==> config.mk <==
export PLATFORM = sky130hd
export DESIGN_NAME = glob_pattern_matcher_unit
export DESIGN_NICKNAME = d
export VERILOG_FILES = /design/src/hdl/gpm_pkg.sv /design/src/hdl/gpm_scan.sv /design/src/hdl/gpm_front.sv /design/src/hdl/gpm_back.sv /design/src/hdl/glob_pattern_matcher_unit.sv
export SDC_FILE = /design/constraint.sdc
export NUM_CORES = 2
export LEC_CHECK = 0
export BUFFER_PORTS_ARGS = -buffer_cell sky130_fd_sc_hd__buf_2
export CORE_ASPECT_RATIO = 1.75
export CORE_MARGIN = 3
export CORE_UTILIZATION = 40
export CTS_BUF_LIST = sky130_fd_sc_hd__clkbuf_16
export DETAILED_ROUTE_END_ITERATION = 16
export SLEW_MARGIN = 30
export SYNTH_ARGS = -nofsm -noshare
export SYNTH_HDL_FRONTEND = slang
export SYNTH_SLANG_ARGS = --single-unit
==> constraint.sdc <==
create_clock -name clk -period 10.87 [get_ports clk]
set_input_delay 2.174 -clock clk [delete_from_list [all_inputs] [get_ports clk]]
set_output_delay 2.174 -clock clk [all_outputs]
set_load 0.01 [all_outputs]
==> src/hdl/gpm_pkg.sv <==
// gpm_pkg: shared types, codes and constants of the glob pattern matcher.
// Used by gpm_front, gpm_back and glob_pattern_matcher_unit.
// No dependencies.
package gpm_pkg;

  localparam int PATTERN_LEN_DEF = 64;
  localparam int QUEUE_DEPTH     = 4;
  localparam int CP_W            = 21;
  localparam int IN_TDATA_W      = 24;
  localparam int OUT_TDATA_W     = 8;

  localparam logic [CP_W-1:0] CH_STAR  = 21'h00002A;
  localparam logic [CP_W-1:0] CH_OPEN  = 21'h00005B;
  localparam logic [CP_W-1:0] CH_ANY   = 21'h00003F;
  localparam logic [CP_W-1:0] CH_CLOSE = 21'h00005D;
  localparam logic [CP_W-1:0] CH_BANG  = 21'h000021;

  // syntax class of a codepoint, worked out on entry
  typedef enum logic [2:0] {
    CL_OTHER, CL_STAR, CL_ANY, CL_OPEN, CL_CLOSE, CL_BANG
  } cls_t;

  typedef enum logic {CMD_PATTERN = 1'b0, CMD_SUBJECT = 1'b1} cmd_t;
  typedef enum logic {RK_LOAD = 1'b0, RK_VERDICT = 1'b1} kind_t;
  typedef enum logic [1:0] {ST_OK, ST_BANG, ST_OPEN, ST_LONG} load_st_t;

  typedef enum logic {EX_RUN, EX_SWEEP} ex_state_t;

  // pattern parser position: normal, the '!' of '[!', first member, in set,
  // the '!' of "[!]", the ']' of "[!]"
  typedef enum logic [2:0] {
    PS_NORM, PS_NEG, PS_FIRST, PS_SET, PS_SPM, PS_SPC
  } ps_t;

  typedef struct packed {
    cmd_t            cmd;
    logic [CP_W-1:0] cp;
    logic            last;
    logic            empty;
    cls_t            cls;
  } item_t;

  typedef struct packed {
    logic busy;   // issue blocked, pattern being compiled
    logic sweep;  // compile sweep running
  } bk_stat_t;

  function automatic cls_t classify(input logic [CP_W-1:0] cp);
    cls_t r;
    case (cp)
      CH_STAR:  r = CL_STAR;
      CH_ANY:   r = CL_ANY;
      CH_OPEN:  r = CL_OPEN;
      CH_CLOSE: r = CL_CLOSE;
      CH_BANG:  r = CL_BANG;
      default:  r = CL_OTHER;
    endcase
    return r;
  endfunction

endpackage

==> src/hdl/gpm_scan.sv <==
// gpm_scan: log-depth generate/propagate prefix scan, c[j] = g[j] | p[j] & c[j-1].
// Used by gpm_back for set membership, element advance and star closure.
// Depends on nothing.
module gpm_scan #(
  parameter int N = 64
) (
  input  logic [N-1:0] g,
  input  logic [N-1:0] p,
  output logic [N-1:0] c
);

  localparam int LV = (N > 1) ? $clog2(N) : 1;

  logic [N-1:0] gc, pc, gn, pn;

  always_comb begin
    gc = g;
    pc = p;
    gn = g;
    pn = p;
    for (int lv = 0; lv < LV; lv++) begin
      for (int j = 0; j < N; j++) begin
        if (j >= (1 << lv)) begin
          gn[j] = gc[j] | (pc[j] & gc[j - (1 << lv)]);
          pn[j] = pc[j] & pc[j - (1 << lv)];
        end else begin
          gn[j] = gc[j];
          pn[j] = pc[j];
        end
      end
      gc = gn;
      pc = pn;
    end
    c = gc;
  end

endmodule

==> src/hdl/gpm_front.sv <==
// gpm_front: accepts requests, classifies the codepoint and queues them.
// Depends on gpm_pkg.
module gpm_front #(
  parameter int DEPTH = gpm_pkg::QUEUE_DEPTH
) (
  input  logic                        clk,
  input  logic                        rst,
  input  logic                        in_valid,
  output logic                        in_ready,
  input  logic                        in_cmd,
  input  logic [gpm_pkg::CP_W-1:0]    in_cp,
  input  logic                        in_last,
  input  logic                        in_empty,
  output logic                        q_valid,
  output gpm_pkg::item_t              q_item,
  input  logic                        q_pop
);

  localparam int AW = (DEPTH > 1) ? $clog2(DEPTH) : 1;
  localparam int CW = $clog2(DEPTH + 1);

  gpm_pkg::item_t qmem [DEPTH];
  gpm_pkg::item_t new_item;
  logic [AW-1:0]  wp;
  logic [AW-1:0]  rp;
  logic [CW-1:0]  cnt;
  logic           push;

  assign in_ready = (cnt != CW'(DEPTH));
  assign q_valid  = (cnt != '0);
  assign q_item   = qmem[rp];
  assign push     = in_valid & in_ready;

  always_comb begin
    new_item.cmd   = gpm_pkg::cmd_t'(in_cmd);
    new_item.cp    = in_cp;
    new_item.last  = in_last;
    new_item.empty = in_empty;
    new_item.cls   = gpm_pkg::classify(in_cp);
  end

  always_ff @(posedge clk) begin
    if (rst) begin
      wp  <= '0;
      rp  <= '0;
      cnt <= '0;
    end else begin
      if (push) begin
        wp <= (wp == AW'(DEPTH - 1)) ? '0 : wp + 1'b1;
      end
      if (q_pop) begin
        rp <= (rp == AW'(DEPTH - 1)) ? '0 : rp + 1'b1;
      end
      if (push && !q_pop) begin
        cnt <= cnt + 1'b1;
      end else if (!push && q_pop) begin
        cnt <= cnt - 1'b1;
      end
    end
  end

  always_ff @(posedge clk) begin
    if (push) begin
      qmem[wp] <= new_item;
    end
  end

endmodule

==> src/hdl/gpm_back.sv <==
// gpm_back: issue pipeline, pattern store and compiler, position-parallel matcher.
// Depends on gpm_pkg and gpm_scan.
module gpm_back #(
  parameter int PATTERN_LEN = gpm_pkg::PATTERN_LEN_DEF
) (
  input  logic                clk,
  input  logic                rst,
  input  logic                q_valid,
  input  gpm_pkg::item_t      q_item,
  output logic                q_pop,
  output logic                out_valid,
  input  logic                out_ready,
  output gpm_pkg::kind_t      out_kind,
  output gpm_pkg::load_st_t   out_status,
  output logic                out_matched,
  output gpm_pkg::bk_stat_t   stat
);

  localparam int L  = PATTERN_LEN;
  localparam int LW = $clog2(L + 1);
  localparam int PW = $clog2(L);

  // pattern storage: codepoints compared in parallel, classes shifted by the compiler
  logic [gpm_pkg::CP_W-1:0] store [L];
  gpm_pkg::cls_t            cls_q [L];

  // compiled pattern, one bit per pattern position
  logic [L-1:0] head, star, anyv, neg, member;
  logic [L:0]   act;
  logic [L:0]   bnd;

  logic [LW-1:0] len, rem, eff_len, len_n;
  logic [PW-1:0] pos;
  logic          loading, over, lead_bang, pvalid, busy;
  logic          over_n, lead_bang_n;

  gpm_pkg::ex_state_t state, state_next;
  gpm_pkg::ps_t       pstate, pstate_next;
  gpm_pkg::load_st_t  st_code;

  // pipeline
  logic           v1, v2;
  gpm_pkg::item_t it1, it2;
  logic [L-1:0]   eq_d, eq1, acc_d, acc2;

  logic adv, do_item, is_pat, finish, emit, sweep_step;
  logic w_head, w_star, w_any, w_neg, w_member;

  // scan wiring
  logic [L-1:0] xr, pr, cr;
  logic [L-1:0] fire, stay, ycar;
  logic [L:0]   moved, stepped, starp, stepv, initv, act_upd;

  assign adv   = !out_valid | out_ready;
  assign q_pop = q_valid & adv & !busy;
  assign stat.busy  = busy;
  assign stat.sweep = (state == gpm_pkg::EX_SWEEP);

  // stage 1: compare against every stored codepoint
  always_comb begin
    for (int j = 0; j < L; j++) begin
      eq_d[j] = (store[j] == q_item.cp);
    end
  end

  always_comb begin
    for (int j = 0; j < L; j++) begin
      bnd[j] = head[j] | (len == LW'(j));
    end
    bnd[L] = (len == LW'(L));
  end

  // stage 2: OR of member hits over each element span, scanned high to low
  always_comb begin
    for (int k = 0; k < L; k++) begin
      xr[k] = member[L-1-k] & eq1[L-1-k];
      pr[k] = (k == 0) ? 1'b0 : !bnd[L-k];
    end
    for (int j = 0; j < L; j++) begin
      acc_d[j] = cr[L-1-j];
    end
  end

  gpm_scan #(.N(L)) u_span (.g(xr), .p(pr), .c(cr));

  // matcher step
  always_comb begin
    for (int j = 0; j < L; j++) begin
      fire[j] = head[j] & !star[j] & act[j] & (anyv[j] | (acc2[j] ^ neg[j]));
      stay[j] = act[j] & star[j];
    end
  end

  gpm_scan #(.N(L)) u_carry (.g(fire), .p(~bnd[L-1:0]), .c(ycar));

  always_comb begin
    moved[0] = 1'b0;
    for (int t = 1; t <= L; t++) begin
      moved[t] = bnd[t] & ycar[t-1];
    end
    stepped = {1'b0, stay} | moved;
    starp   = {star, 1'b0};
  end

  gpm_scan #(.N(L + 1)) u_close (.g(stepped), .p(starp), .c(stepv));
  gpm_scan #(.N(L + 1)) u_init  (.g((L + 1)'(1)), .p(starp), .c(initv));

  assign act_upd = (pvalid && !it2.empty) ? stepv : act;

  // load bookkeeping
  always_comb begin
    eff_len     = loading ? len : '0;
    len_n       = eff_len;
    over_n      = loading & over;
    lead_bang_n = loading & lead_bang;
    if (!it2.empty) begin
      if (eff_len < LW'(L)) begin
        len_n = eff_len + 1'b1;
        if (eff_len == '0) begin
          lead_bang_n = (it2.cls == gpm_pkg::CL_BANG);
        end
      end else begin
        over_n = 1'b1;
      end
    end
  end

  always_comb begin
    if (lead_bang) begin
      st_code = gpm_pkg::ST_BANG;
    end else if (over) begin
      st_code = gpm_pkg::ST_LONG;
    end else if (pstate inside {gpm_pkg::PS_FIRST, gpm_pkg::PS_SET}) begin
      st_code = gpm_pkg::ST_OPEN;
    end else begin
      st_code = gpm_pkg::ST_OK;
    end
  end

  // compiler: one pattern position per cycle, lookahead of two
  always_comb begin
    w_head      = 1'b0;
    w_star      = 1'b0;
    w_any       = 1'b0;
    w_neg       = 1'b0;
    w_member    = 1'b0;
    pstate_next = pstate;
    case (pstate)
      gpm_pkg::PS_NORM: begin
        w_head = 1'b1;
        case (cls_q[0])
          gpm_pkg::CL_STAR: w_star = 1'b1;
          gpm_pkg::CL_ANY:  w_any  = 1'b1;
          gpm_pkg::CL_OPEN: begin
            if (rem > LW'(2) && cls_q[1] == gpm_pkg::CL_BANG
                && cls_q[2] == gpm_pkg::CL_CLOSE) begin
              pstate_next = gpm_pkg::PS_SPM;
            end else if (rem > LW'(1) && cls_q[1] == gpm_pkg::CL_BANG) begin
              w_neg       = 1'b1;
              pstate_next = gpm_pkg::PS_NEG;
            end else begin
              pstate_next = gpm_pkg::PS_FIRST;
            end
          end
          default: w_member = 1'b1;
        endcase
      end
      gpm_pkg::PS_NEG:   pstate_next = gpm_pkg::PS_FIRST;
      gpm_pkg::PS_FIRST: begin
        w_member    = 1'b1;
        pstate_next = gpm_pkg::PS_SET;
      end
      gpm_pkg::PS_SET: begin
        if (cls_q[0] == gpm_pkg::CL_CLOSE) begin
          pstate_next = gpm_pkg::PS_NORM;
        end else begin
          w_member = 1'b1;
        end
      end
      gpm_pkg::PS_SPM: begin
        w_member    = 1'b1;
        pstate_next = gpm_pkg::PS_SPC;
      end
      gpm_pkg::PS_SPC: pstate_next = gpm_pkg::PS_NORM;
      default:         pstate_next = gpm_pkg::PS_NORM;
    endcase
  end

  // executor: next state
  always_comb begin
    state_next = state;
    case (state)
      gpm_pkg::EX_RUN: begin
        if (v2 && adv && it2.cmd == gpm_pkg::CMD_PATTERN && it2.last) begin
          state_next = gpm_pkg::EX_SWEEP;
        end
      end
      gpm_pkg::EX_SWEEP: begin
        if (rem == '0 && adv) begin
          state_next = gpm_pkg::EX_RUN;
        end
      end
      default: state_next = gpm_pkg::EX_RUN;
    endcase
  end

  // executor: strobes
  always_comb begin
    do_item    = 1'b0;
    finish     = 1'b0;
    sweep_step = 1'b0;
    case (state)
      gpm_pkg::EX_RUN:   do_item = v2 & adv;
      gpm_pkg::EX_SWEEP: begin
        sweep_step = (rem != '0);
        finish     = (rem == '0) & adv;
      end
      default: do_item = 1'b0;
    endcase
    is_pat = (it2.cmd == gpm_pkg::CMD_PATTERN);
    emit   = (do_item & !is_pat & it2.last) | finish;
  end

  always_ff @(posedge clk) begin
    if (rst) begin
      v1        <= 1'b0;
      v2        <= 1'b0;
      state     <= gpm_pkg::EX_RUN;
      pstate    <= gpm_pkg::PS_NORM;
      loading   <= 1'b0;
      over      <= 1'b0;
      lead_bang <= 1'b0;
      pvalid    <= 1'b0;
      busy      <= 1'b0;
      len       <= '0;
      rem       <= '0;
      pos       <= '0;
      act       <= (L + 1)'(1);
      head      <= '0;
      star      <= '0;
      anyv      <= '0;
      neg       <= '0;
      member    <= '0;
      out_valid <= 1'b0;
    end else begin
      state <= state_next;
      if (adv) begin
        v1        <= q_pop;
        v2        <= v1;
        out_valid <= emit;
      end
      if (q_pop && q_item.cmd == gpm_pkg::CMD_PATTERN && q_item.last) begin
        busy <= 1'b1;
      end else if (finish) begin
        busy <= 1'b0;
      end
      if (do_item) begin
        if (is_pat) begin
          pvalid    <= 1'b0;
          loading   <= !it2.last;
          len       <= len_n;
          over      <= over_n;
          lead_bang <= lead_bang_n;
          if (it2.last) begin
            rem    <= len_n;
            pos    <= '0;
            pstate <= gpm_pkg::PS_NORM;
            head   <= '0;
            star   <= '0;
            anyv   <= '0;
            neg    <= '0;
            member <= '0;
          end
        end else begin
          act <= it2.last ? initv : act_upd;
        end
      end
      if (sweep_step) begin
        head[pos]   <= w_head;
        star[pos]   <= w_star;
        anyv[pos]   <= w_any;
        neg[pos]    <= w_neg;
        member[pos] <= w_member;
        pstate      <= pstate_next;
        pos         <= pos + 1'b1;
        rem         <= rem - 1'b1;
      end
      if (finish) begin
        pvalid <= (st_code == gpm_pkg::ST_OK);
        act    <= initv;
      end
    end
  end

  always_ff @(posedge clk) begin
    if (adv) begin
      it1  <= q_item;
      eq1  <= eq_d;
      it2  <= it1;
      acc2 <= acc_d;
    end
    if (do_item && is_pat && !it2.empty && eff_len < LW'(L)) begin
      store[eff_len[PW-1:0]] <= it2.cp;
      cls_q[eff_len[PW-1:0]] <= it2.cls;
    end else if (sweep_step) begin
      for (int j = 0; j < L - 1; j++) begin
        cls_q[j] <= cls_q[j+1];
      end
    end
    if (emit) begin
      out_kind    <= finish ? gpm_pkg::RK_LOAD : gpm_pkg::RK_VERDICT;
      out_status  <= finish ? st_code : gpm_pkg::ST_OK;
      out_matched <= !finish & pvalid & act_upd[len];
    end
  end

endmodule

==> src/hdl/glob_pattern_matcher_unit.sv <==
// Glob pattern matcher unit, top level: stream ports, front queue, matcher back end.
// Depends on gpm_pkg, gpm_front, gpm_back (and gpm_scan through gpm_back).
//
// Usage. Requests come in on the s_ group: tuser[0] selects pattern (0) or
// subject (1), tuser[1] marks an empty item, tlast ends a pattern or a subject.
// A pattern is loaded one codepoint per request; on its last request the block
// compiles it and returns one load status (m_tuser = 0). Each subject ending in
// tlast returns one verdict (m_tuser = 1, m_tdata[2] = matched).
// Throughput: one request per cycle for subjects and for pattern codepoints, while
// no result waits on m_tready. After the last pattern request the compiler walks the
// stored pattern one position per cycle, and issue pauses until the compile finishes.
// An accepted request passes through the queue, the compare stage, the span stage
// and the matcher into the result register.
// Reset clears the queue, the pipeline and the loaded pattern: until a pattern
// loads without error every subject yields matched = 0.
// When m_tready is low while a result waits, the result register holds and the back
// end stalls; the front queue keeps accepting until it is full, then s_tready drops.
module glob_pattern_matcher_unit #(
  parameter int PATTERN_LEN = gpm_pkg::PATTERN_LEN_DEF,
  parameter int QUEUE_DEPTH = gpm_pkg::QUEUE_DEPTH
) (
  input  logic                               clk,
  input  logic                               rst,
  input  logic                               s_tvalid,
  output logic                               s_tready,
  input  logic [gpm_pkg::IN_TDATA_W-1:0]     s_tdata,   // [20:0] codepoint
  input  logic                               s_tlast,   // is_last
  input  logic [1:0]                         s_tuser,   // [0] cmd, [1] is_empty
  output logic                               m_tvalid,
  input  logic                               m_tready,
  output logic [gpm_pkg::OUT_TDATA_W-1:0]    m_tdata,   // [1:0] load_status, [2] matched
  output logic                               m_tuser    // result_kind
);

  logic                q_valid;
  logic                q_pop;
  gpm_pkg::item_t      q_item;
  gpm_pkg::kind_t      out_kind;
  gpm_pkg::load_st_t   out_status;
  logic                out_matched;
  gpm_pkg::bk_stat_t   stat;

  // front: accept, classify, queue
  gpm_front #(.DEPTH(QUEUE_DEPTH)) u_front (
    .clk      (clk),
    .rst      (rst),
    .in_valid (s_tvalid),
    .in_ready (s_tready),
    .in_cmd   (s_tuser[0]),
    .in_cp    (s_tdata[gpm_pkg::CP_W-1:0]),
    .in_last  (s_tlast),
    .in_empty (s_tuser[1]),
    .q_valid  (q_valid),
    .q_item   (q_item),
    .q_pop    (q_pop)
  );

  // back: pattern store, compiler, matcher, result register
  gpm_back #(.PATTERN_LEN(PATTERN_LEN)) u_back (
    .clk         (clk),
    .rst         (rst),
    .q_valid     (q_valid),
    .q_item      (q_item),
    .q_pop       (q_pop),
    .out_valid   (m_tvalid),
    .out_ready   (m_tready),
    .out_kind    (out_kind),
    .out_status  (out_status),
    .out_matched (out_matched),
    .stat        (stat)
  );

  assign m_tdata = {{(gpm_pkg::OUT_TDATA_W - 3){1'b0}}, out_matched, out_status};
  assign m_tuser = out_kind;

`ifndef SYNTH
  // a verdict carries no status, a load status carries no match
  a_result_fields: assert property (@(posedge clk) disable iff (rst)
    m_tvalid |-> (m_tuser ? (m_tdata[1:0] == 2'b00) : !m_tdata[2]))
    else $error("result fields inconsistent with result kind");

  // the compiler only runs while issue is held off
  a_sweep_blocks: assert property (@(posedge clk) disable iff (rst)
    stat.sweep |-> stat.busy)
    else $error("compile sweep running with issue open");

  // ending a compile always returns a load status
  a_load_reported: assert property (@(posedge clk) disable iff (rst)
    ($fell(stat.busy) && !$past(rst)) |-> (m_tvalid && !m_tuser))
    else $error("compile finished without a load status");
`endif

endmodule
==> impl_results.md <==
* Area growth syn-to-layout at 11.6%
* Cell Area, Synth at 104,000 um2
* Max_cap viols at 0
* Number of synthesized flops with an enable pin at 1,830
* Total Wirelength at 440,000 um
* Syn_area_per_cell at 12.1 um2
* Leakage at 40.2 nW
* # nets final at 8,635
* Seq. cell area at 63,500 um2
* Drt drc at 0
* Global-route wire length before repair at 601,000 um
* Outcome: finished, final reports clean
* Syn Inst Count at 8,603
* Final TNS setup at 0 ns
* Area taken by multi-input logic gates at 38,500 um2
* Post-route ant nets at 0
* Initial antenna violation count at 33
* Port Buf Inserts at 33
* Starting Density at 0.403
* CTS clk-pin slew, worst paths at 0.07 ns
* Critical path class: reg2reg
* Htree depth at 4
* Final Hold Violating Endpoints at 0
* Synth warn at 0
* Clock Skews at 0.0857 ns
* Drt wl/cell at 36.3 um
* Peak VDD IR at 0.171 mV
* Delay-heaviest family, CP: compound AO/OA/AOI/OAI gates
* Drt first pass iters at 6
* Vias at 75,600
* CP Capture Type: register
* Die Ht at 680 um
* DP HPWL at 295,000 um
* GRT Residual Overflow at 0
* Clk root buf: clkbuf_16
* Top FF cell, synth: edfxtp_1
* CTS Sinks at 2,256
* Routability cong. at 1.04
* Unrepaired setup endpoints after global routing: no
* Die area at 266,000 um2
* Cells along the critical path: buf_4 > nand2_2 > o22ai_2 > a21boi_0 > a21o_2 > a221oi_4 > o31ai_4 > buf_4 > a311oi_4 > o21ai_1 > a211oi_2 > o21ai_1 > a221oi_1 > o21a_1 > and2_1 > o22ai_1 > nand3_1 > a311o_1 > a221oi_2
* Final Cycle Share at 0.751
* Most common library cell in the layout ignoring fill and taps: edfxtp_1
* Endpoints failing setup at 0
* Yosys cell types at 136
* Most frequent cells in the layout: 1,830 x edfxtp_1, 1,157 x xor2_1, 1,017 x nor2_1
* Pre-CTS WS at 3.15 ns
* Global Route Usage Sum at 0.325
* First DRT Iteration DRCs at 8,223
* Max-slew violations at 0
* Vias in the first global route at 74,800
* Worst path bufs/invs at 2
* HP Class: reg2reg
* CTS tree: yes
* Ys async rst share at 0
* Startpoint Class: register
* Period minus WS final at 8.17 ns
* Slew HR at 0.113
* Clock buffer depth at 4
* Die boundary width at 391 um
* Util after Layout at 0.450
* Critical path's slowest cell: o22ai_2
* Worst slew pin tran at 1.32 ns
* Seq cells post-synth at 2,256
* Pwr/cell area at 220 nW/um2
* Share of cells above drive strength 1 at 0.0971
* Core ar. at 257,000 um2
* Slowest cell delay on critical path at 0.84 ns
* Clock latency on the worst-skew pair at 0.92 ns
* Post-Layout Cell Count at 12,100
* Via-to-Cell Ratio at 6.23
* Largest net degree at the start of global routing at 153
* IO Pins at 42
* Required @ worst endpoint at 11.44 ns
* Placed insts at 11,700
* Layout fillers at 23,400
* Fmax at 122 MHz
* Row cnt at 246
* Setup ws final at 2.70 ns
* Post CTS Setup Buffer Count at 0
* TritonCTS Buffers at 210
* Hold Slack at 0.414 ns
* Resize count post-CTS at 0
* Worst Path Arrival at 8.74 ns
* CP Max Fanout at 22
* Seq/Total Area, Yosys at 0.612
* Hold_buf cts at 0
-- registers in the layout (all words and copies together) (netlist names), 65 cells and up, named ones only --
name          count
u_back.store   1344
u_back.act       65
u_front.qmem    108
u_back.cls_q    192
-- final cells by class --
| cell class | count | share of cell area |
|---|---|---|
| clock buffers | 212 | 0.0458 |
| inverters | 140 | 0.00460 |
| diodes | 20 | 0.000432 |
| repair buffers | 288 | 0.0203 |
| flip-flops and latches | 2256 | 0.548 |
| well taps | 3348 | 0.0362 |
| clock inverters | 161 | 0.0121 |
| multi-input cells | 5695 | 0.333 |
-- logic make-up (layout without fill, tap and decap cells) --
family / after synthesis / after routing / synth area share
XOR/XNOR: 1421 / 1421 / 0.120
adder cells (fa/ha/maj): 13 / 13 / 0.00164
AO/OA/AOI/OAI: 1846 / 1846 / 0.127
other: 1 / 25 / 0.0000361
multiplexers: 37 / 37 / 0.00694
flip-flops: 2256 / 2256 / 0.612
AND/OR/NAND/NOR: 2373 / 2373 / 0.108
buffers and inverters: 656 / 801 / 0.0254
-- metal layers --
layer,global-route usage,wire length [um],up-vias
li1,-,-,32000
met5,0,147,-
met4,0.293,46700,22
met2,0.564,220000,3824
met3,0.0633,30100,1499
met1,0.328,143000,38300
-- cells in the mapped netlist (13+ instances only) --
| cell type | n | area [um2] |
|---|---|---|
| o22ai_1 | 20 | 125 |
| nand4_1 | 171 | 1070 |
| a21o_1 | 278 | 2090 |
| nand3_1 | 78 | 390 |
| o21bai_1 | 20 | 150 |
| clkbuf_1 | 392 | 1470 |
| and2_1 | 33 | 206 |
| a32oi_1 | 40 | 350 |
| xor2_1 | 1158 | 10100 |
| nand2_1 | 393 | 1480 |
| edfxtp_1 | 1830 | 55000 |
| o211ai_1 | 63 | 473 |
| nor3_1 | 149 | 746 |
| nor4_1 | 289 | 1810 |
| o21ai_1 | 40 | 200 |
| a221o_1 | 15 | 150 |
| dfxtp_1 | 426 | 8530 |
| xnor2_1 | 261 | 2290 |
| a21oi_1 | 204 | 1020 |
| inv_1 | 137 | 514 |
| and3_1 | 25 | 156 |
| a311oi_1 | 19 | 166 |
| o2111ai_1 | 71 | 622 |
| or3_1 | 22 | 138 |
| mux4_2 | 28 | 631 |
| o211a_1 | 14 | 140 |
| buf_6 | 13 | 146 |
| buf_1 | 69 | 259 |
| a22oi_1 | 26 | 195 |
| or2_2 | 17 | 106 |
| a31oi_1 | 364 | 2280 |
| nand2b_1 | 27 | 169 |
| o31ai_1 | 24 | 180 |
| a221oi_1 | 29 | 254 |
| nor2b_1 | 15 | 93.8 |
| nor2_1 | 1079 | 4050 |
| a222oi_1 | 14 | 140 |
| o21ai_0 | 256 | 1280 |
| o21a_1 | 56 | 420 |
| buf_2 | 31 | 155 |
| o221ai_1 | 23 | 201 |
| a211oi_1 | 50 | 375 |
-- power breakdown --
part,switching [mW],leakage (nW),internal [mW]
sequential,0.193,20.4,10.5
combinational,5.49,16.4,1.84
clock,3.35,3.44,4.10
total,9.03,40.2,16.4
-- final timing paths --
path / start / to / slack (ns) / cells past startpoint
hold / removal: u_back.it1[8]$_DFFE_PN_ / u_back.it2[8]$_DFFE_PN_ / 0.41 / 0
hold reg to reg: u_back.it1[8]$_DFFE_PN_ / u_back.it2[8]$_DFFE_PN_ / 0.41 / 0
setup / recovery: u_back.len[1]$_SDFFE_PP0P_ / u_back.out_matched$_DFFE_PP_ / 2.70 / 19
setup reg to reg: u_back.len[1]$_SDFFE_PP0P_ / u_back.out_matched$_DFFE_PP_ / 2.70 / 19
-- metrics by stage --
step,cell area (um2),total power [mW]
2_1_floorplan,104000,14.7
3_3_place_gp,109000,18.0
3_5_place_dp,109000,18.1
4_1_cts,115000,25.5
5_1_grt,116000,26.1
6_report,116000,25.5
Power figures use the tool's default switching activity.
